### src/hw/rtl/idiv_pkg.sv
`default_nettype none
package idiv_pkg;

   localparam int DATA_WIDTH_DEFAULT = 32;

   localparam logic KIND_UNSIGNED = 1'b0;
   localparam logic KIND_SIGNED   = 1'b1;

   typedef struct packed {
      logic valid;
      logic negate;
      logic zero_div;
   } idiv_ctl_type;

endpackage
`default_nettype wire

### src/hw/rtl/idiv_back.sv
`default_nettype none
module idiv_back
   import idiv_pkg::*;
#(
   parameter int DATA_WIDTH = DATA_WIDTH_DEFAULT
) (
   input  wire logic                  clock,
   input  wire logic                  reset,
   input  wire logic                  adv,
   input  idiv_ctl_type               ctl_in,
   input  wire logic [DATA_WIDTH-1:0] rem_in,
   input  wire logic [DATA_WIDTH-1:0] quo_in,
   output logic                       out_valid,
   output logic [DATA_WIDTH-1:0]      out_quotient,
   output logic [DATA_WIDTH-1:0]      out_remainder,
   output logic                       out_divide_by_zero
);

   logic                    valid_ff;
   logic [DATA_WIDTH-1:0]   quo_ff, quo_in_fix;
   logic [DATA_WIDTH-1:0]   rem_ff, rem_in_fix;
   logic                    dbz_ff;

   // sign fix of the quotient, zero divisor clears both words
   always_comb begin
      if (ctl_in.zero_div) begin
         quo_in_fix = '0;
         rem_in_fix = '0;
      end else begin
         quo_in_fix = ctl_in.negate ? (~quo_in + 1'b1) : quo_in;
         rem_in_fix = rem_in;
      end
   end

   always_ff @(posedge clock) begin
      if (reset) begin
         valid_ff <= 1'b0;
      end else if (adv) begin
         valid_ff <= ctl_in.valid;
      end
   end

   always_ff @(posedge clock) begin
      if (adv) begin
         quo_ff <= quo_in_fix;
         rem_ff <= rem_in_fix;
         dbz_ff <= ctl_in.zero_div;
      end
   end

   assign out_valid          = valid_ff;
   assign out_quotient       = quo_ff;
   assign out_remainder      = rem_ff;
   assign out_divide_by_zero = dbz_ff;

endmodule
`default_nettype wire

### config.mk
export PLATFORM = sky130hd
export DESIGN_NAME = idiv_back
export DESIGN_NICKNAME = d
export VERILOG_FILES = /design/src/hw/rtl/idiv_pkg.sv /design/src/hw/rtl/idiv_back.sv
export SDC_FILE = /design/constraint.sdc
export NUM_CORES = 1
export LEC_CHECK = 0
export BUFFER_PORTS_ARGS = -buffer_cell sky130_fd_sc_hd__buf_2
export CORE_ASPECT_RATIO = 1.4
export CORE_UTILIZATION = 52
export CTS_CLUSTER_DIAMETER = 200
export DETAILED_ROUTE_END_ITERATION = 10
export PLACE_DENSITY = 0.85
export SYNTH_ARGS = -nofsm -noshare
export SYNTH_HDL_FRONTEND = slang
export SYNTH_SLANG_ARGS = --single-unit
### constraint.sdc
create_clock -name clock -period 4.2 [get_ports clock]
set_input_delay 0.21 -clock clock [delete_from_list [all_inputs] [get_ports clock]]
set_output_delay 0.21 -clock clock [all_outputs]
set_load 0.02 [all_outputs]
* Word-level counts from Yosys, hierarchy flattened
Index checks and enable logic that the tools add are counted.
Widths: inputs -> output; s select.
** Cells by class
- Add/sub/neg operators :: 1
- Multipliers :: 0
- Divide/modulo/power cells :: 0
- Magnitude comparators :: 0
- Eq/ne operators :: 0
- Shifts and indexed selects :: 0
- Muxes and demuxes :: 1
- Bitwise logic cells :: 1
- Reduce and logical (&&, ||, !) cells :: 0
** Operators with widths (count)
- $add 32x1->32 const B :: 1
- $mux 32 :: 1
- $not 32->32 :: 1
** Word-level totals
- Register bits :: 66
- Bits in latches :: 0
- Memory bits (writable) :: 0
- Memory bits (read-only) :: 0
- Output and inout bits :: 66
- Word-level logic and storage cells :: 7
- Memories :: 0

* Logic depth before layout (Yosys ltp)
Gate-level depths: netlist of the first run.
- Depth after elaboration :: 3
- Depth in mapped cells :: 7

* Worst setup path before layout of the first run
Ideal clock, no wire load.
- Path type :: in2reg
- Start :: input port quo_in[12]
- End :: register quo_ff[19], in the netlist out_quotient[19] (data pin)
- Setup time :: 0.260 ns
- Arrival time :: 1.907 ns
- Data required time :: 3.940 ns
- Setup slack :: 2.033 ns
- Cell stages on the path :: 5
- Buffers on the path :: 1
- Cells stage by stage :: or4_1 -> buf_2 -> or4_4 -> o31a_1 -> mux2_4
** On the way
- Cells in the longest elaborated chain, start to end :: 3
** Ends and longest elaborated chain
- start: declaration :: line idiv_back.sv:12 : input wire logic [DATA_WIDTH-1:0] quo_in,
- $not 32->32 :: line idiv_back.sv:30 : quo_in_fix = ctl_in.negate ? (~quo_in + 1'b1) : quo_in;
- $add 32x1->32 :: line idiv_back.sv:30
- $mux 32 :: line idiv_back.sv:30
- end signal: assignment :: line idiv_back.sv:45 : quo_ff <= quo_in_fix;
- end: declaration :: line idiv_back.sv:20 : logic [DATA_WIDTH-1:0] quo_ff, quo_in_fix;
No other way between the ends.
A chain may end at the register's enable or synchronous reset.

* Final worst setup path of the first run
- Start :: input port quo_in[0]
- End :: register quo_ff[16], in the netlist out_quotient[16] (data pin)
Same word-level chain as after synthesis.

==> results.sh, run 1 <==
export IMPL_synth_top_cell_area_share_pct=58.21
export IMPL_vias=2717
export IMPL_cts_sinks=66
export IMPL_rows=34
export IMPL_place_area_um2=4049
export IMPL_post_cts_setup_buffer_count=0
export IMPL_cts_tree="yes"
export IMPL_dieArea_um2=6778
export IMPL_postSynth_asyncResetShare_pct=0
export IMPL_hold_start="reset"
export IMPL_wl_met1_um=2944
export IMPL_ys_seq_area_share_pct=58.81
export IMPL_grt_usage_pct=22.47
export IMPL_antenna_found_initial=0
export IMPL_syn_inst=288
export IMPL_hold_class="primary input to register"
export IMPL_firstDrtPassIters=4
export IMPL_drt_iter0_drc=115
export IMPL_cts_htree_levels=3
export IMPL_holdWs_ps=20.03
export IMPL_skew_ps=0
export IMPL_synth_nets=359
export IMPL_die_h_um=97.02
export IMPL_drt_wirelength_per_cell_um=15.23
export IMPL_ctsResizeCount=0
export IMPL_core_area_um2=6211
export IMPL_diodes=0
export IMPL_port_buffers=135
export IMPL_topRoutingLayerUsed="met4"
export IMPL_layout_common_cells="135 x buf_2, 65 x edfxtp_1, 45 x nor2b_1"
export IMPL_drc=0
export IMPL_numCtsBuffers=9
export IMPL_hold_viol=0
export IMPL_grt_setup_unrepaired="no"
export IMPL_worstPathRequired_ps=4280
export IMPL_ant_nets=0
export IMPL_synth_area_leaders="edfxtp_1 58%, nor2b_1 8.4%, nor2_1 3.8%, mux2_2 3.7%, xor2_1 2.6%"
export IMPL_p_leak_nw=1.718
export IMPL_hold_buffers=0
export IMPL_via_per_inst=5.500
export IMPL_dp_final_hpwl_um=5374
export IMPL_arrival_ps=2210
export IMPL_peakVddDrop_mv=0.2002
export IMPL_tns_ps=0
export IMPL_syn2layout_area_growth_pct=25.56
export IMPL_clkTransAtPathRegs_ps=70
export IMPL_drive_gt1_share_pct=41.00
export IMPL_rr_worst_depth=2
export IMPL_synth_ff_type="edfxtp_1"
export IMPL_start_util_pct=53.99
export IMPL_cts_root_buffer="clkbuf_8"
export IMPL_path_max_fanout=9
export IMPL_grt_max_degree=47
export IMPL_fmaxAchievable_mhz=469.5
export IMPL_grt_pass1_vias=2548
export IMPL_worst_slew_pin_slew_ps=801.5
export IMPL_synth_enable_flop_cells=65
export IMPL_period_share_pct=50.71
export IMPL_design_area_um2=4210
export IMPL_clock_path_buffers=2
export IMPL_grt_ovfl_total=0
export IMPL_p_per_area_nw_per_um2=361.8
export IMPL_finalNetCount=488
export IMPL_setup_viol=0
export IMPL_critPathKind="primary input to register"
export IMPL_grt_pass1_wl_um=12080
export IMPL_wl_met3_um=404
export IMPL_drv_cap=0
export IMPL_relSlewSlack_pct=46.57
export IMPL_fp_dieW_um=69.87
export IMPL_cp_start_kind="primary input"
export IMPL_slew_viol_final=0
export IMPL_ys_warn_count=0
export IMPL_power_mw=1.523
export IMPL_ys_seq_elements=66
export IMPL_r2r_start="out_valid"
export IMPL_critPathLaunch="quo_in[0]"
export IMPL_io_pins=136
export IMPL_whs_path_depth=2
export IMPL_wl_met2_um=3983
export IMPL_syn_cell_area_um2=3353
export IMPL_r2r_slack_ps=3620
export IMPL_period_needed_ps=2130
export IMPL_synth_area_per_cell_um2=11.64
export IMPL_wirelength_um=7525
export IMPL_synth_largest_area_cell="edfxtp_1"
export IMPL_clock_latency_ps=330
export IMPL_gp_congestion=0.8365
export IMPL_status="complete, no violations"
export IMPL_endpoint_kind="register"
export IMPL_r2r_end="out_valid"
export IMPL_final_common_cell="buf_2"
export IMPL_synth_distinct_cells=39
export IMPL_whs_endpoint="out_valid"
-- cell families after synthesis --
family	synth area share, %
xor gates and xnor gates	2.873
AOI/OAI and AO/OA	7.575
and+or+nand+nor	22.09
DFF	58.81
buffers and inverters	3.097
adders and majority gates	0.3731
muxes	5.187
-- worst max-delay path by stage --
| stage | end | slack, ps | depth (start not counted) |
|---|---|---|---|
| 3_5_place_dp | out_quotient[16] | 1740 | 7 |
| 3_3_place_gp | out_quotient[26] | 1790 | 7 |
| 6_report | out_quotient[16] | 2070 | 7 |
| 2_1_floorplan | out_quotient[19] | 2030 | 5 |
| 5_1_grt | out_quotient[26] | 1990 | 7 |
| 4_1_cts | out_quotient[16] | 2100 | 7 |
-- layer usage --
| layer | vias to the layer above | track usage, % |
|---|---|---|
| met2 | 121 | 38.17 |
| li1 | 1314 | - |
| met3 | 18 | 4.375 |
| met1 | 1264 | 26.73 |
| met5 | - | 0 |
| met4 | 0 | 11.54 |
-- metrics by stage --
step / std cells / setup slack, ps / utilization, %
6_report: 494 / 2070 / 67.79
2_1_floorplan: 288 / 2033 / -
5_1_grt: 494 / 1986 / 67.79
3_5_place_dp: 478 / 1737 / 65.19
3_3_place_gp: 478 / 1787 / 65.19
4_1_cts: 494 / 2096 / 67.79
-- synthesized netlist by cell type (2+ instances only) --
| cell | number |
|---|---|
| a21oi_1 | 12 |
| a31oi_1 | 4 |
| and3_1 | 3 |
| buf_2 | 2 |
| buf_4 | 3 |
| clkbuf_1 | 14 |
| edfxtp_1 | 65 |
| inv_1 | 5 |
| mux2_2 | 11 |
| mux2_4 | 2 |
| mux2i_1 | 2 |
| nand2_1 | 5 |
| nand3_1 | 3 |
| nand4_1 | 2 |
| nor2_1 | 34 |
| nor2b_1 | 45 |
| nor3_1 | 14 |
| nor4_1 | 2 |
| o21ai_0 | 8 |
| o311ai_0 | 2 |
| o31a_1 | 2 |
| o31ai_1 | 3 |
| o41ai_1 | 4 |
| or2_2 | 5 |
| or3_1 | 8 |
| or4_1 | 6 |
| xor2_1 | 10 |
-- sequential cells by signal (all words and copies together) (netlist names) --
| register | flops |
|---|---|
| out_divide_by_zero | 1 |
| out_valid | 1 |
| out_remainder | 32 |
| out_quotient | 32 |
-- critical path: stages --
cell and delay, ps:
buf_2 110, inv_1 70, ha_1 200, or4b_2 710
nor4_4 440, a21oi_1 160, mux2_2 310
-- final cells by class --
class | instances | area (um^2)
fill | 507 | 2001
tap | 72 | 90.09
multi-input combinational | 198 | 1277
inverter | 5 | 18.77
sequential | 66 | 1972
clock inverter | 6 | 33.78
clock buffer | 10 | 127.6
timing repair buffer | 137 | 690.7
-- where the power goes --
part	internal [mW]	leakage, nW	switching [mW]
logic	0.103	1.00	0.174
registers	0.787	0.635	0.0125
clock network	0.209	0.0795	0.238
total	1.10	1.72	0.425
Note: power is estimated with default switching activity, not from simulation.
==> inputs of run 2 (changes only) <==
--- a/config.mk
+++ b/config.mk
@@ -5,12 +5,13 @@
 export SDC_FILE = /design/constraint.sdc
 export NUM_CORES = 1
 export LEC_CHECK = 0
+export ABC_AREA = 1
 export BUFFER_PORTS_ARGS = -buffer_cell sky130_fd_sc_hd__buf_2
 export CORE_ASPECT_RATIO = 1.4
-export CORE_UTILIZATION = 52
+export CORE_UTILIZATION = 49
 export CTS_CLUSTER_DIAMETER = 200
 export DETAILED_ROUTE_END_ITERATION = 10
-export PLACE_DENSITY = 0.85
+export PLACE_DENSITY = 0.81
 export SYNTH_ARGS = -nofsm -noshare
 export SYNTH_HDL_FRONTEND = slang
 export SYNTH_SLANG_ARGS = --single-unit
==> constraint.sdc (replaced) <==
create_clock -name clock -period 2.1 [get_ports clock]
set_input_delay 0.105 -clock clock [delete_from_list [all_inputs] [get_ports clock]]
set_output_delay 0.105 -clock clock [all_outputs]
set_load 0.02 [all_outputs]
==> run 2 against run 1 <==
Power up 130%. Clock skew is the same. Synthesized cell count is 41% higher. Count of clock-buffer cells in the layout unchanged.
==> results.sh, run 2 <==
export IMPL_synth_nets=477
export IMPL_clock_latency_ps=330
export IMPL_synth_ff_type="edfxtp_1"
export IMPL_dp_final_hpwl_um=6430
export IMPL_firstDrtPassIters=4
export IMPL_period_share_pct=52.04
export IMPL_fp_dieW_um=72.77
export IMPL_relSlewSlack_pct=68.49
export IMPL_cts_sinks=66
export IMPL_whs_path_depth=3
export IMPL_cts_htree_levels=3
export IMPL_drt_wirelength_per_cell_um=12.64
export IMPL_path_delay_family="simple AND/OR/NAND/NOR gates"
export IMPL_tns_ps=0
export IMPL_grt_ovfl_total=0
export IMPL_grt_pass1_wl_um=13230
export IMPL_die_h_um=101.1
export IMPL_period_needed_ps=1093
export IMPL_drive_gt1_share_pct=31.59
export IMPL_fmaxAchievable_mhz=915.1
export IMPL_vias=3115
export IMPL_gp_congestion=0.9527
export IMPL_port_buffers=135
export IMPL_synth_top_cell_area_share_pct=56.81
export IMPL_cp_slowest_cell="ha_1"
export IMPL_path_max_fanout=5
export IMPL_drv_cap=0
export IMPL_r2r_end="out_valid"
export IMPL_arrival_ps=1180
export IMPL_synth_largest_area_cell="edfxtp_1"
export IMPL_grt_setup_unrepaired="no"
export IMPL_fill_cells=600
export IMPL_syn2layout_area_growth_pct=30.33
export IMPL_power_mw=3.458
export IMPL_clock_path_buffers=2
export IMPL_cp_slowest_stage_delay_ps=200
export IMPL_r2r_slack_ps=1520
export IMPL_postSynth_asyncResetShare_pct=0
export IMPL_layout_common_cells="135 x buf_2, 108 x nor2_1, 77 x nand2_1"
export IMPL_antenna_found_initial=0
export IMPL_cp_num_buf_inv=2
export IMPL_clkTransAtPathRegs_ps=80
export IMPL_setup_viol=0
export IMPL_hold_buffers=1
export IMPL_rows=35
export IMPL_synth_enable_flop_cells=65
export IMPL_ys_warn_count=0
export IMPL_drt_iter0_drc=163
export IMPL_rr_worst_depth=2
export IMPL_crit_top_cell="nand2_2"
export IMPL_grt_pass1_vias=3043
export IMPL_p_leak_nw=2.167
export IMPL_slew_viol_final=0
export IMPL_critPathKind="primary input to register"
export IMPL_skew_ps=0
export IMPL_ant_nets=0
export IMPL_start_util_pct=51.28
export IMPL_worst_slew_pin_slew_ps=472.6
export IMPL_diodes=0
export IMPL_endpoint_kind="register"
export IMPL_grt_usage_pct=23.75
export IMPL_hold_viol=0
export IMPL_yosysMostFrequentCell="nor2_1"
export IMPL_cp_start_kind="primary input"
export IMPL_r2r_start="out_valid"
export IMPL_crit_chain="buf_2, inv_1, ha_1, nand2_2, nor2_8, nand2_2, nand2_2, nand3_1, nand2_1, nor2_1"
export IMPL_drc=0
export IMPL_ctsResizeCount=0
export IMPL_p_per_area_nw_per_um2=772.3
export IMPL_hold_start="ctl_in[2]"
export IMPL_dieArea_um2=7356
export IMPL_cts_tree="yes"
export IMPL_synth_distinct_cells=25
export IMPL_ys_seq_area_share_pct=57.39
export IMPL_synth_common_cells="108 x nor2_1, 77 x nand2_1, 65 x edfxtp_1, 60 x inv_1, 25 x a21oi_1"
export IMPL_cts_root_buffer="clkbuf_8"
export IMPL_grt_max_degree=38
export IMPL_io_pins=136
export IMPL_worstPathRequired_ps=2190
export IMPL_core_area_um2=6700
export IMPL_syn_cell_area_um2=3436
export IMPL_post_cts_setup_buffer_count=0
export IMPL_wirelength_um=8167
export IMPL_ys_seq_elements=66
export IMPL_whs_endpoint="out_valid"
export IMPL_synth_area_per_cell_um2=8.463
export IMPL_numCtsBuffers=9
export IMPL_syn_inst=406
export IMPL_final_common_cell="buf_2"
export IMPL_finalNetCount=620
export IMPL_status="complete, no violations"
export IMPL_via_per_inst=4.822
export IMPL_hold_class="primary input to register"
export IMPL_peakVddDrop_mv=0.4053
export IMPL_synth_area_leaders="edfxtp_1 57%, nor2_1 12%, nand2_1 8.4%, inv_1 6.6%, a21oi_1 3.6%"
run 2: cell types whose count changed in the layout (fill, tap and decap cells not counted), sizes merged, moves of 5 or more:
cell / change
nor3: -9
or3: -8
a21oi: +13
or4: -7
inv: +57
xor2: -10
or2: -5
mux2: -13
nand2: +83
nor2b: -45
nand3: +18
nor2: +81
run 2: worst max-delay path by stage:
stage                    from                to  slack, ps  cells past startpoint
floorplan           quo_in[0]  out_quotient[24]        900                      9
global placement    quo_in[0]  out_quotient[24]        690                     10
detailed placement  quo_in[0]  out_quotient[20]        650                     10
CTS                 quo_in[0]  out_quotient[20]       1000                     10
global route        quo_in[0]  out_quotient[20]        900                     10
finish              quo_in[0]  out_quotient[20]       1010                     10
run 2: kinds of logic after synthesis:
group	count (synthesis)	synth area share, %
multiplexers	1	0.2913
buffers and inverters	72	8.121
flip-flops	66	57.39
adder cells (fa/ha/maj)	1	0.3641
AND/OR/NAND/NOR	230	28.44
AO/OA/AOI/OAI	36	5.389
run 2: layout make-up:
cell class,count,area (um^2),area share (%)
Sequential cell,66,1972,44.03
Multi-Input combinational cell,268,1185,26.46
Timing Repair Buffer,142,730.7,16.32
Inverter,62,232.7,5.197
Clock buffer,10,127.6,2.850
Clock inverter,6,115.1,2.571
Tap cell,92,115.1,2.571
run 2: where the power goes:
part	leakage [nW]	internal, mW	total (mW)	switching [mW]
registers	0.635	1.57	1.59	0.0250
clock network	0.117	0.795	1.29	0.495
logic	1.41	0.192	0.575	0.383
total	2.17	2.56	3.46	0.903
run 2: worst reg2reg max path, cell delays in order, from the launching register on:
cell	delay [ps]
dfxtp_1	310
mux2i_1	120
nor2_1	50
run 2: routing by layer:
metal / vias to the layer above / global-route usage [%] / routed length (um) / part of all wire, %
li1: 1579 / - / - / -
met1: 1373 / 25.69 / 3169 / 39
met2: 143 / 43.06 / 4134 / 51
met3: 20 / 6.400 / 635 / 7.8
met4: 0 / 9.804 / 228 / 2.8
met5: - / 0 / 0 / 0
run 2: per-stage QoR:
stage	util [%]	hold WS (ps)	setup slack (ps)	area, um^2	instances
2_1_floorplan	-	177.4	901.7	3436	406
3_3_place_gp	63.06	262.4	685.2	4225	629
3_5_place_dp	63.06	268.6	649.3	4225	629
4_1_cts	66.83	5.974	1004	4478	646
5_1_grt	66.83	33.54	897.7	4478	646
6_report	66.83	12.96	1007	4478	646
