[src/hw/rtl/idiv_pkg.sv]
`default_nettype none
package idiv_pkg;

   localparam int DATA_WIDTH_DEFAULT = 32;

   localparam logic KIND_UNSIGNED = 1'b0;
   localparam logic KIND_SIGNED   = 1'b1;

   typedef struct packed {
      logic valid;
      logic negate;
      logic zero_div;
   } idiv_ctl_type;

endpackage
`default_nettype wire

[src/hw/rtl/idiv_step.sv]
`default_nettype none
module idiv_step
   import idiv_pkg::*;
#(
   parameter int DATA_WIDTH = DATA_WIDTH_DEFAULT
) (
   input  wire logic                  clock,
   input  wire logic                  reset,
   input  wire logic                  adv,
   input  idiv_ctl_type               ctl_in,
   input  wire logic [DATA_WIDTH-1:0] den_in,
   input  wire logic [DATA_WIDTH-1:0] rem_in,
   input  wire logic [DATA_WIDTH-1:0] nq_in,
   output idiv_ctl_type               ctl_out,
   output logic [DATA_WIDTH-1:0]      den_out,
   output logic [DATA_WIDTH-1:0]      rem_out,
   output logic [DATA_WIDTH-1:0]      nq_out
);

   idiv_ctl_type            ctl_ff;
   logic [DATA_WIDTH-1:0]   den_ff;
   logic [DATA_WIDTH-1:0]   rem_ff, rem_in_next;
   logic [DATA_WIDTH-1:0]   nq_ff, nq_in_next;
   logic [DATA_WIDTH+1:0]   shifted;
   logic [DATA_WIDTH+1:0]   diff;
   logic                    fits;

   // one quotient bit: shift in the next dividend bit, trial subtract
   always_comb begin
      shifted     = {1'b0, rem_in, nq_in[DATA_WIDTH-1]};
      diff        = shifted - {2'b00, den_in};
      fits        = !diff[DATA_WIDTH+1];
      rem_in_next = fits ? diff[DATA_WIDTH-1:0] : shifted[DATA_WIDTH-1:0];
      nq_in_next  = {nq_in[DATA_WIDTH-2:0], fits};
   end

   always_ff @(posedge clock) begin
      if (reset) begin
         ctl_ff <= '0;
      end else if (adv) begin
         ctl_ff <= ctl_in;
      end
   end

   always_ff @(posedge clock) begin
      if (adv) begin
         den_ff <= den_in;
         rem_ff <= rem_in_next;
         nq_ff  <= nq_in_next;
      end
   end

   assign ctl_out = ctl_ff;
   assign den_out = den_ff;
   assign rem_out = rem_ff;
   assign nq_out  = nq_ff;

endmodule
`default_nettype wire

[config.mk]
export PLATFORM = sky130hd
export DESIGN_NAME = idiv_step
export DESIGN_NICKNAME = d
export VERILOG_FILES = /design/src/hw/rtl/idiv_pkg.sv /design/src/hw/rtl/idiv_step.sv
export SDC_FILE = /design/constraint.sdc
export NUM_CORES = 1
export LEC_CHECK = 0
export ABC_AREA = 1
export BUFFER_PORTS_ARGS = -buffer_cell sky130_fd_sc_hd__buf_2
export CAP_MARGIN = 30
export CORE_UTILIZATION = 57
export CTS_BUF_LIST = sky130_fd_sc_hd__clkbuf_4 sky130_fd_sc_hd__clkbuf_8
export CTS_CLUSTER_SIZE = 40
export DETAILED_ROUTE_END_ITERATION = 12
export GPL_TIMING_DRIVEN = 0
export PLACE_DENSITY = 0.89
export SYNTH_ARGS = -nofsm -noshare
export SYNTH_HDL_FRONTEND = slang
export SYNTH_SLANG_ARGS = --single-unit
export TNS_END_PERCENT = 20
[constraint.sdc]
create_clock -name clock -period 3.65 [get_ports clock]
set_clock_uncertainty 0.15 [all_clocks]
set_input_delay 0.5475 -clock clock [delete_from_list [all_inputs] [get_ports clock]]
set_output_delay 0.5475 -clock clock [all_outputs]
set_load 0.005 [all_outputs]
# Word-level counts from Yosys, hierarchy flattened
# Cells that the tools add are included.
# word_totals
register_bits	99
inputBits	102
out_inout_bits	99
elab_cells	9
# classes
n_addsub	1
n_mux	1
n_reduce_logical	1
# op_table
operator	count
33-bit by 32-bit subtractor with 34-bit output	1
32-bit two-way mux	1
1-bit zero test	1

# Logic depth before layout (Yosys ltp)
# Gate-level depths: netlist of run 1.
# logic_depth
word_depth	2
depth_mapped	15
mapped_depth_nobuf	15

# Worst setup path before layout of run 1
# Ideal clock, no wire load.
# synth_path
path_type	input port to flip-flop
startpoint	input nq_in[31]
endpoint	register rem_ff[28] (netlist: rem_out[28]), data pin
setup_time_ns	0.252
t_arrival_ns	1.958
t_required_ns	3.248
slack_ns	1.290
path_stages	14
path_buffers	0
path_cell_list	inv_1 ha_1 inv_1 fa_1 nand3_1 nand3_1 nand2_1 nand2_1 nand2_1 nand2_1 nand2_1 nand3_1 nand3_2 nand2_1
# synth_via
elab_chain_len	2
# synth_rtl
element	line	text
start, declared	idiv_step.sv:13	input wire logic [DATA_WIDTH-1:0] nq_in,
33-bit by 32-bit subtractor with 34-bit output	idiv_step.sv:31	diff = shifted - {2'b00, den_in};
32-bit two-way mux	idiv_step.sv:33	rem_in_next = fits ? diff[DATA_WIDTH-1:0] : shifted[DATA_WIDTH-1:0];
net rem_in_next[28]	idiv_step.sv:22	logic [DATA_WIDTH-1:0] rem_ff, rem_in_next;
end signal, assigned	idiv_step.sv:48	rem_ff <= rem_in_next;
end, declared	idiv_step.sv:22	
# The timed path passes the listed nets, and every way through them passes these cells.
# A chain may end at the register's enable or synchronous reset.

# Worst setup path after layout of run 1
# Ends and elaborated chain as after synthesis.

==> results of run 1 <==
-- path summary, 6_finish.rpt --
path	depth (start not counted)	to	from
setup / recovery	15	rem_out[28]$_DFFE_PP_	nq_in[31]
hold / removal	1	nq_out[25]$_DFFE_PP_	nq_in[24]
setup reg to reg	2	ctl_out[1]$_SDFFE_PP0P_	ctl_out[1]$_SDFFE_PP0P_
hold reg to reg	2	ctl_out[2]$_SDFFE_PP0P_	ctl_out[2]$_SDFFE_PP0P_
-- worst max-delay path: cells and delay by family --
family	cells	cell delay (ps)
buffers and inverters	3	230
and+or+nand+nor	10	1170
adders and majority gates	2	590
-- stage by stage --
stage,hold slack [ps],std cells,instance area (um^2),total power (uW),util
CTS,180,1101,7500,2850,0.724
global route,174,1101,7500,2990,0.724
global placement,294,1084,7290,2150,0.703
finish,182,1101,7500,2850,0.724
detailed placement,309,1085,7320,2180,0.706
floorplan,299,748,6120,1860,-
-- kinds of logic (layout without fill, tap and decap cells) --
family	Yosys count	after routing	synth area share
buffers and inverters	155	372	0.102
DFF	99	99	0.481
xor gates and xnor gates	15	15	0.0215
and+or+nand+nor	420	420	0.304
adders and majority gates	33	33	0.0687
AOI/OAI and AO/OA	26	26	0.0231
-- cell type report --
class                   count  area (um^2)
flip-flops and latches     99         2940
inverters                 146          548
plain buffers               9         75.1
repair buffers            201         1030
clock inverters             6         50.0
fillers                   867         2870
clock buffers              10          131
multi-input cells         494         2550
well taps                 136          170
-- power by group through the flow --
stage               combinational (uW)  clock (uW)  sequential, uW
floorplan                          406           0            1460
detailed placement                 742           0            1440
global route                       836         739            1420
CTS                                746         691            1410
finish                             751         692            1410
global placement                   715           0            1430
-- routing by layer --
layer  vias to the layer above  track usage  part of all wire
met2                       241        0.498              0.48
met4                         0        0.125             0.025
li1                       2794            -                 -
met1                      2499        0.370              0.42
met3                        34       0.0476             0.074
met5                         -            0                 0
-- cells in the mapped netlist (all sizes together) (3+ instances only) --
| cell type | number |
|---|---|
| nand2 | 276 |
| nor2 | 44 |
| o21bai | 3 |
| ha | 32 |
| a21oi | 22 |
| nand3 | 72 |
| buf | 9 |
| inv | 146 |
| xor2 | 15 |
| and2 | 10 |
| nand3b | 5 |
| nand4 | 7 |
| edfxtp | 96 |
| dfxtp | 3 |
| nor3 | 4 |
-- flip-flops by register name, summed over array words and instances (netlist names) --
register / flops
den_out: 32
rem_out: 32
nq_out: 32
ctl_out: 3
==> results.json, run 1 <==
{
  "status": "complete, no violations",
  "io_pins": 201,
  "final_nets": 1095,
  "drive_gt1_frac": 0.265,
  "cp_cell_sequence": "buf_2 > inv_1 > ha_1 > inv_1 > fa_1 > nand3_1 > nand3_1 > nand2_1 > nand2_1 > nand2_1 > nand2_1 > nand2_1 > nand3_1 > nand3_2 > nand2_1",
  "grt_pass1_wl_um": 25200,
  "synth_area_mm2": 0.00612,
  "fmax_mhz": 392,
  "yosys.area.top_type": "edfxtp_1",
  "tns_ps": 0,
  "antenna_found_initial": 0,
  "worstPathRequired_ps": 3650,
  "cts_tree": "done",
  "layout_setup_ws_ps": 1100,
  "start_kind": "input pin",
  "clock_latency_ps": 380,
  "synth_top_area_frac": 0.471,
  "grt_overflow": 0,
  "layout_commonest_cell": "nand2_1",
  "r2r_slack_ps": 2880,
  "comb_power_share": 0.263,
  "ir_drop_uv": 188,
  "hold_viol_final": 0,
  "ys_types": 31,
  "cp_slowest_stage_delay_ps": 460,
  "synth_nets": 883,
  "clockRootBuffer": "clkbuf_8",
  "yosysWarnings": 0,
  "rsz0062_at_grt": "no",
  "slowest_stage": "fa_1",
  "cts_sinks": 99,
  "die_w_um": 106,
  "p_leak_uw": 0.00403,
  "post_cts_resized": 0,
  "chipHeight_um": 106,
  "place_ws_ps": 767,
  "hold_class": "input pin to flop",
  "p_clk_frac": 0.242,
  "grt_max_degree": 75,
  "switching_share": 0.318,
  "tightest_slew_ps": 391,
  "drt_iter0_markers": 322,
  "vias": 5568,
  "synth_async_sr_flop_share": 0,
  "maxCapViolCount": 0,
  "yosys_register_bits": 99,
  "layout_common_cells": "nand2_1 (270), buf_2 (204), inv_1 (143)",
  "synth_edf_count": 96,
  "antenna_cells": 0,
  "final.period_utilization": 0.699,
  "dp_hpwl_um": 12700,
  "path_max_fanout": 4,
  "cts_setup_buffers": 0,
  "grt_pass1_vias": 5267,
  "htree_levels": 3,
  "syn_to_final_growth_pct": 22.6,
  "cts_buffers": 9,
  "synth_flop_cell": "edfxtp_1",
  "internal-power_uw": 1950,
  "place_congestion": 0.932,
  "slew_headroom": 0.739,
  "setup_viol": 0,
  "seq_area_frac_synth": 0.481,
  "num_rows": 37,
  "hold_buffers": 0,
  "grt.total_usage": 0.293,
  "power_density_mw_per_mm2": 380,
  "wl_per_cell_um": 14.4,
  "portBuffers": 200,
  "routed_wl_um": 15900,
  "arrival_ps": 2550,
  "drtPass1Iterations": 5,
  "crit_top_cell": "nand2_1",
  "slew_violations": 0,
  "core-area_mm2": 0.0104,
  "clk_pin_slew_ps": 100,
  "netlist_instances": 748,
  "vias_per_cell": 5.06,
  "route.detailed.drc": 0,
  "avgSynthCellArea_um2": 8.18,
  "critical_path_class": "input pin to flop",
  "fp.dieArea_mm2": 0.0112,
  "synth_area_leaders": "edfxtp_1 (47%), nand2_1 (17%), inv_1 (8.8%)",
  "pwr-share-seq": 0.494,
  "power_switching_uw": 907,
  "post-route-min-period_ps": 2550,
  "cts.path.max_buffers": 2,
  "endpoint_kind": "flop",
  "ant_nets": 0,
  "start_util": 0.590
}
(Power assumes the default switching activity.)
==> run 2, diff against run 1 <==
--- a/config.mk
+++ b/config.mk
@@ -8,12 +8,12 @@
 export ABC_AREA = 1
 export BUFFER_PORTS_ARGS = -buffer_cell sky130_fd_sc_hd__buf_2
 export CAP_MARGIN = 30
-export CORE_UTILIZATION = 57
+export CORE_UTILIZATION = 53
 export CTS_BUF_LIST = sky130_fd_sc_hd__clkbuf_4 sky130_fd_sc_hd__clkbuf_8
 export CTS_CLUSTER_SIZE = 40
 export DETAILED_ROUTE_END_ITERATION = 12
 export GPL_TIMING_DRIVEN = 0
-export PLACE_DENSITY = 0.89
+export PLACE_DENSITY = 0.83
 export SYNTH_ARGS = -nofsm -noshare
 export SYNTH_HDL_FRONTEND = slang
 export SYNTH_SLANG_ARGS = --single-unit
==> constraint.sdc (replaced) <==
create_clock -name clock -period 2.4 [get_ports clock]
set_clock_uncertainty 0.15 [all_clocks]
set_input_delay 0.36 -clock clock [delete_from_list [all_inputs] [get_ports clock]]
set_output_delay 0.36 -clock clock [all_outputs]
set_load 0.005 [all_outputs]
==> results.json, run 2 (same netlist as run 1, synthesis figures left out) <==
{
  "status": "complete, no violations",
  "setup_viol": 0,
  "wl_met2_um": 7790,
  "dr_wl_met3_um": 1300,
  "maxCapViolCount": 0,
  "placed_area_mm2": 0.00733,
  "cts_sinks": 99,
  "design_area_mm2": 0.00795,
  "grt_pass1_wl_um": 24900,
  "syn_to_final_growth_pct": 29.9,
  "start_kind": "input pin",
  "power_density_mw_per_mm2": 575,
  "fillers": 912,
  "fmax_mhz": 444,
  "slew_headroom": 0.725,
  "vias": 5683,
  "grt_max_degree": 72,
  "place_congestion": 0.913,
  "slew_violations": 0,
  "ant_nets": 0,
  "portBuffers": 200,
  "hold_class": "input pin to flop",
  "start_util": 0.555,
  "ir_drop_uv": 442,
  "routed_wl_um": 16300,
  "wl_per_cell_um": 14.3,
  "dp_hpwl_um": 12400,
  "htree_levels": 3,
  "io_pins": 201,
  "tightest_slew_ps": 412,
  "grt_overflow": 0,
  "route.detailed.drc": 0,
  "layout_commonest_cell": "nand2_1",
  "multi_input_area_mm2": 0.00256,
  "tns_ps": 0,
  "vias_per_cell": 4.97,
  "grt_pass1_vias": 5348,
  "numPlacedInstances": 1089,
  "final.period_utilization": 0.938,
  "cts.path.max_buffers": 2,
  "seq_area_mm2": 0.00294,
  "r2r_slack_ps": 1630,
  "drtPass1Iterations": 5,
  "layout_common_cells": "nand2_1 (270), buf_2 (204), inv_1 (143)",
  "die_w_um": 109,
  "grt.total_usage": 0.277,
  "drive_gt1_frac": 0.256,
  "endpoint_kind": "flop",
  "arrival_ps": 2250,
  "final_nets": 1134,
  "fp.dieArea_mm2": 0.0120,
  "place_ws_ps": -304,
  "rsz0062_at_grt": "no",
  "path_max_fanout": 4,
  "antenna_cells": 0,
  "worstPathRequired_ps": 2400,
  "m1WireLength_um": 6920,
  "core-area_mm2": 0.0110,
  "chipHeight_um": 109,
  "layout.cells.non_filler": 1144,
  "num_rows": 38,
  "highest_layer": "met4",
  "clk_pin_slew_ps": 110,
  "cts_buffers": 9,
  "clock_latency_ps": 380,
  "clockRootBuffer": "clkbuf_8",
  "antenna_found_initial": 0,
  "hold_slack_ps": 12.2,
  "p_leak_uw": 0.00422,
  "post-route-min-period_ps": 2250,
  "layout_setup_ws_ps": 150,
  "critical_path_class": "input pin to flop",
  "hold_viol_final": 0,
  "cts_tree": "done",
  "drt_iter0_markers": 284
}
run 2: cell count changes in the layout (fill, tap and decap cells not counted), sizes merged:
cell         before  now
bufinv            0    2
clkinv            1    0
clkinvlp          3    2
dlygate4sd3       0   39
run 2: timing repair:
item                                    CTS  global route
resized for setup                         0             1
hold buffers                             34             5
endpoints found under the hold margin    36             5
endpoints found under the setup margin    0             1
setup buffers                             0             0
run 2: power by group:
part / switching, uW / leakage (uW) / total [uW] / internal [uW]
sequential: 43.4 / 0.000964 / 2150 / 2110
clock: 619 / 0.000110 / 1230 / 613
combinational: 694 / 0.00314 / 1190 / 492
total: 1360 / 0.00422 / 4570 / 3210
run 2: final timing paths:
check	from	to	cells past startpoint
setup reg to reg	ctl_out[0]$_SDFFE_PP0P_	ctl_out[0]$_SDFFE_PP0P_	2
hold reg to reg	ctl_out[1]$_SDFFE_PP0P_	ctl_out[1]$_SDFFE_PP0P_	2
setup / recovery	nq_in[31]	rem_out[28]$_DFFE_PP_	15
hold / removal	den_in[26]	den_out[26]$_DFFE_PP_	1
run 2: cell type report:
type | instances | area share
well taps | 140 | 0.0220
inverters | 146 | 0.0689
multi-input cells | 494 | 0.322
clock buffers | 10 | 0.0165
clock inverters | 6 | 0.0123
repair buffers | 240 | 0.179
plain buffers | 9 | 0.00944
flip-flops and latches | 99 | 0.370
run 2: stage by stage:
step                 util  total power, uW
finish              0.721             4570
CTS                 0.716             4570
floorplan               -             2840
global placement    0.662             3270
global route        0.721             4810
detailed placement  0.664             3310
run 2: per-layer routing:
metal	up-vias	track usage
met5	-	0
met4	0	0.0867
met3	21	0.0557
met2	239	0.481
met1	2560	0.348
li1	2863	-
run 2: worst max-delay path, stage by stage:
cell	delay [ps]
buf_2	90
inv_1	60
ha_1	140
inv_1	80
fa_2	400
nand3_1	110
nand3_1	170
nand2_1	110
nand2_1	120
nand2_1	90
nand2_1	100
nand2_1	150
nand3_1	120
nand3_2	90
nand2_1	50
==> run 3, diff against run 2 <==
--- a/config.mk
+++ b/config.mk
@@ -14,6 +14,7 @@
 export DETAILED_ROUTE_END_ITERATION = 12
 export GPL_TIMING_DRIVEN = 0
 export PLACE_DENSITY = 0.83
+export RECOVER_POWER = 50
 export SYNTH_ARGS = -nofsm -noshare
 export SYNTH_HDL_FRONTEND = slang
 export SYNTH_SLANG_ARGS = --single-unit
==> results.json, run 3 (same netlist as run 1, synthesis figures left out) <==
{
  "portBuffers": 200,
  "die_w_um": 109,
  "worstPathRequired_ps": 2400,
  "cp_slowest_stage_delay_ps": 400,
  "num_rows": 38,
  "drive_gt1_frac": 0.238,
  "final.period_utilization": 0.930,
  "cp_num_buf_inv": 3,
  "final_nets": 1134,
  "hold_class": "input pin to flop",
  "clockRootBuffer": "clkbuf_8",
  "place_congestion": 0.913,
  "tns_ps": 0,
  "crit_start": "nq_in[31]",
  "fmax_mhz": 448,
  "hold_slack_ps": 15.0,
  "min_from": "den_in[5]",
  "status": "finished, violations left",
  "ir_drop_uv": 442,
  "cts_setup_buffers": 0,
  "tightest_slew_ps": 1710,
  "start_util": 0.555,
  "cts_tree": "done",
  "antenna_found_initial": 0,
  "core-area_mm2": 0.0110,
  "failed_checks": "capacitance limit, slew limit",
  "grt_overflow": 0,
  "cts_sinks": 99,
  "chipHeight_um": 109,
  "cts.path.max_buffers": 2,
  "drt_iter0_markers": 284,
  "cpLargestDelayFamily": "simple AND/OR/NAND/NOR gates",
  "layout_setup_ws_ps": 168,
  "maxCapViolCount": 1,
  "clock_latency_ps": 380,
  "start_kind": "input pin",
  "endpoint_kind": "flop",
  "drtPass1Iterations": 5,
  "path_max_fanout": 4,
  "wl_per_cell_um": 14.3,
  "cp_cell_sequence": "buf_2 > inv_1 > ha_1 > inv_1 > fa_2 > nand3_1 > nand3_1 > nand2_1 > nand2_1 > nand2_1 > nand2_1 > nand2_1 > nand3_1 > nand3_2 > nand2_1",
  "vias_per_cell": 4.97,
  "clk_pin_slew_ps": 100,
  "layout_commonest_cell": "nand2_1",
  "grt_pass1_wl_um": 24900,
  "ant_nets": 0,
  "p_total_uw": 4570,
  "fp.dieArea_mm2": 0.0120,
  "dp_hpwl_um": 12400,
  "slew_violations": 30,
  "cts_buffers": 9,
  "htree_levels": 3,
  "arrival_ps": 2230,
  "p_leak_uw": 0.00417,
  "slew_headroom": -0.142,
  "syn_to_final_growth_pct": 29.5,
  "slowest_stage": "fa_2",
  "hold_viol_final": 0,
  "post-route-min-period_ps": 2230,
  "route.detailed.drc": 0,
  "rsz0062_at_grt": "no",
  "critical_path_class": "input pin to flop",
  "grt_max_degree": 72,
  "io_pins": 201,
  "layout_common_cells": "nand2_1 (270), buf_2 (187), inv_1 (143)",
  "grt.total_usage": 0.277,
  "grt_pass1_vias": 5348,
  "vias": 5682,
  "final_util": 0.718,
  "setup_viol": 0,
  "power_density_mw_per_mm2": 577,
  "routed_wl_um": 16400,
  "antenna_cells": 0,
  "reg2reg_from": "ctl_out[0]$_SDFFE_PP0P_",
  "crit_top_cell": "nand2_1",
  "place_ws_ps": -304
}
## run 3: cell count changes in the layout (fill, tap and decap cells not counted)
cell,previous run,this run
clkbuf_1,0,18
buf_4,2,1
buf_2,204,187
## run 3: final timing paths
kind	endpoint	slack (ps)	depth (start not counted)
worst min register to register	ctl_out[1]$_SDFFE_PP0P_	320	2
worst max-delay path	rem_out[28]$_DFFE_PP_	170	15
worst min-delay path	den_out[5]$_DFFE_PP_	10	1
worst max register to register	ctl_out[0]$_SDFFE_PP0P_	1630	2
## run 3: where the power goes
group | internal, uW | switching, uW
logic | 487 | 695
clock network | 613 | 627
registers | 2110 | 43.6
total | 3210 | 1370
## run 3: layout make-up
type | instances | area (um^2)
repair buffers | 240 | 1400
clock buffers | 10 | 131
flip-flops and latches | 99 | 2940
inverters | 146 | 548
well taps | 140 | 175
fillers | 924 | 3110
plain buffers | 9 | 75.1
multi-input cells | 494 | 2560
clock inverters | 6 | 97.6
## run 3: per-stage QoR
stage,cell area (um^2),instances
finish,7920,1144
global route,7920,1144
CTS,7900,1139
detailed placement,7330,1089
global placement,7300,1088
floorplan,6120,748
## run 3: layer usage
metal  GRT usage  up-vias  wire, um
met5           0        -         0
met4      0.0867        0       295
met3      0.0557       23      1270
met2       0.481      238      7750
met1       0.348     2560      7050
li1            -     2861         -
## run 3: repair_timing
action / CTS / global route
endpoints found under the setup margin: 0 / 1
endpoints found under the hold margin: 36 / 5
hold buffers: 34 / 5
resized for setup: 0 / 1
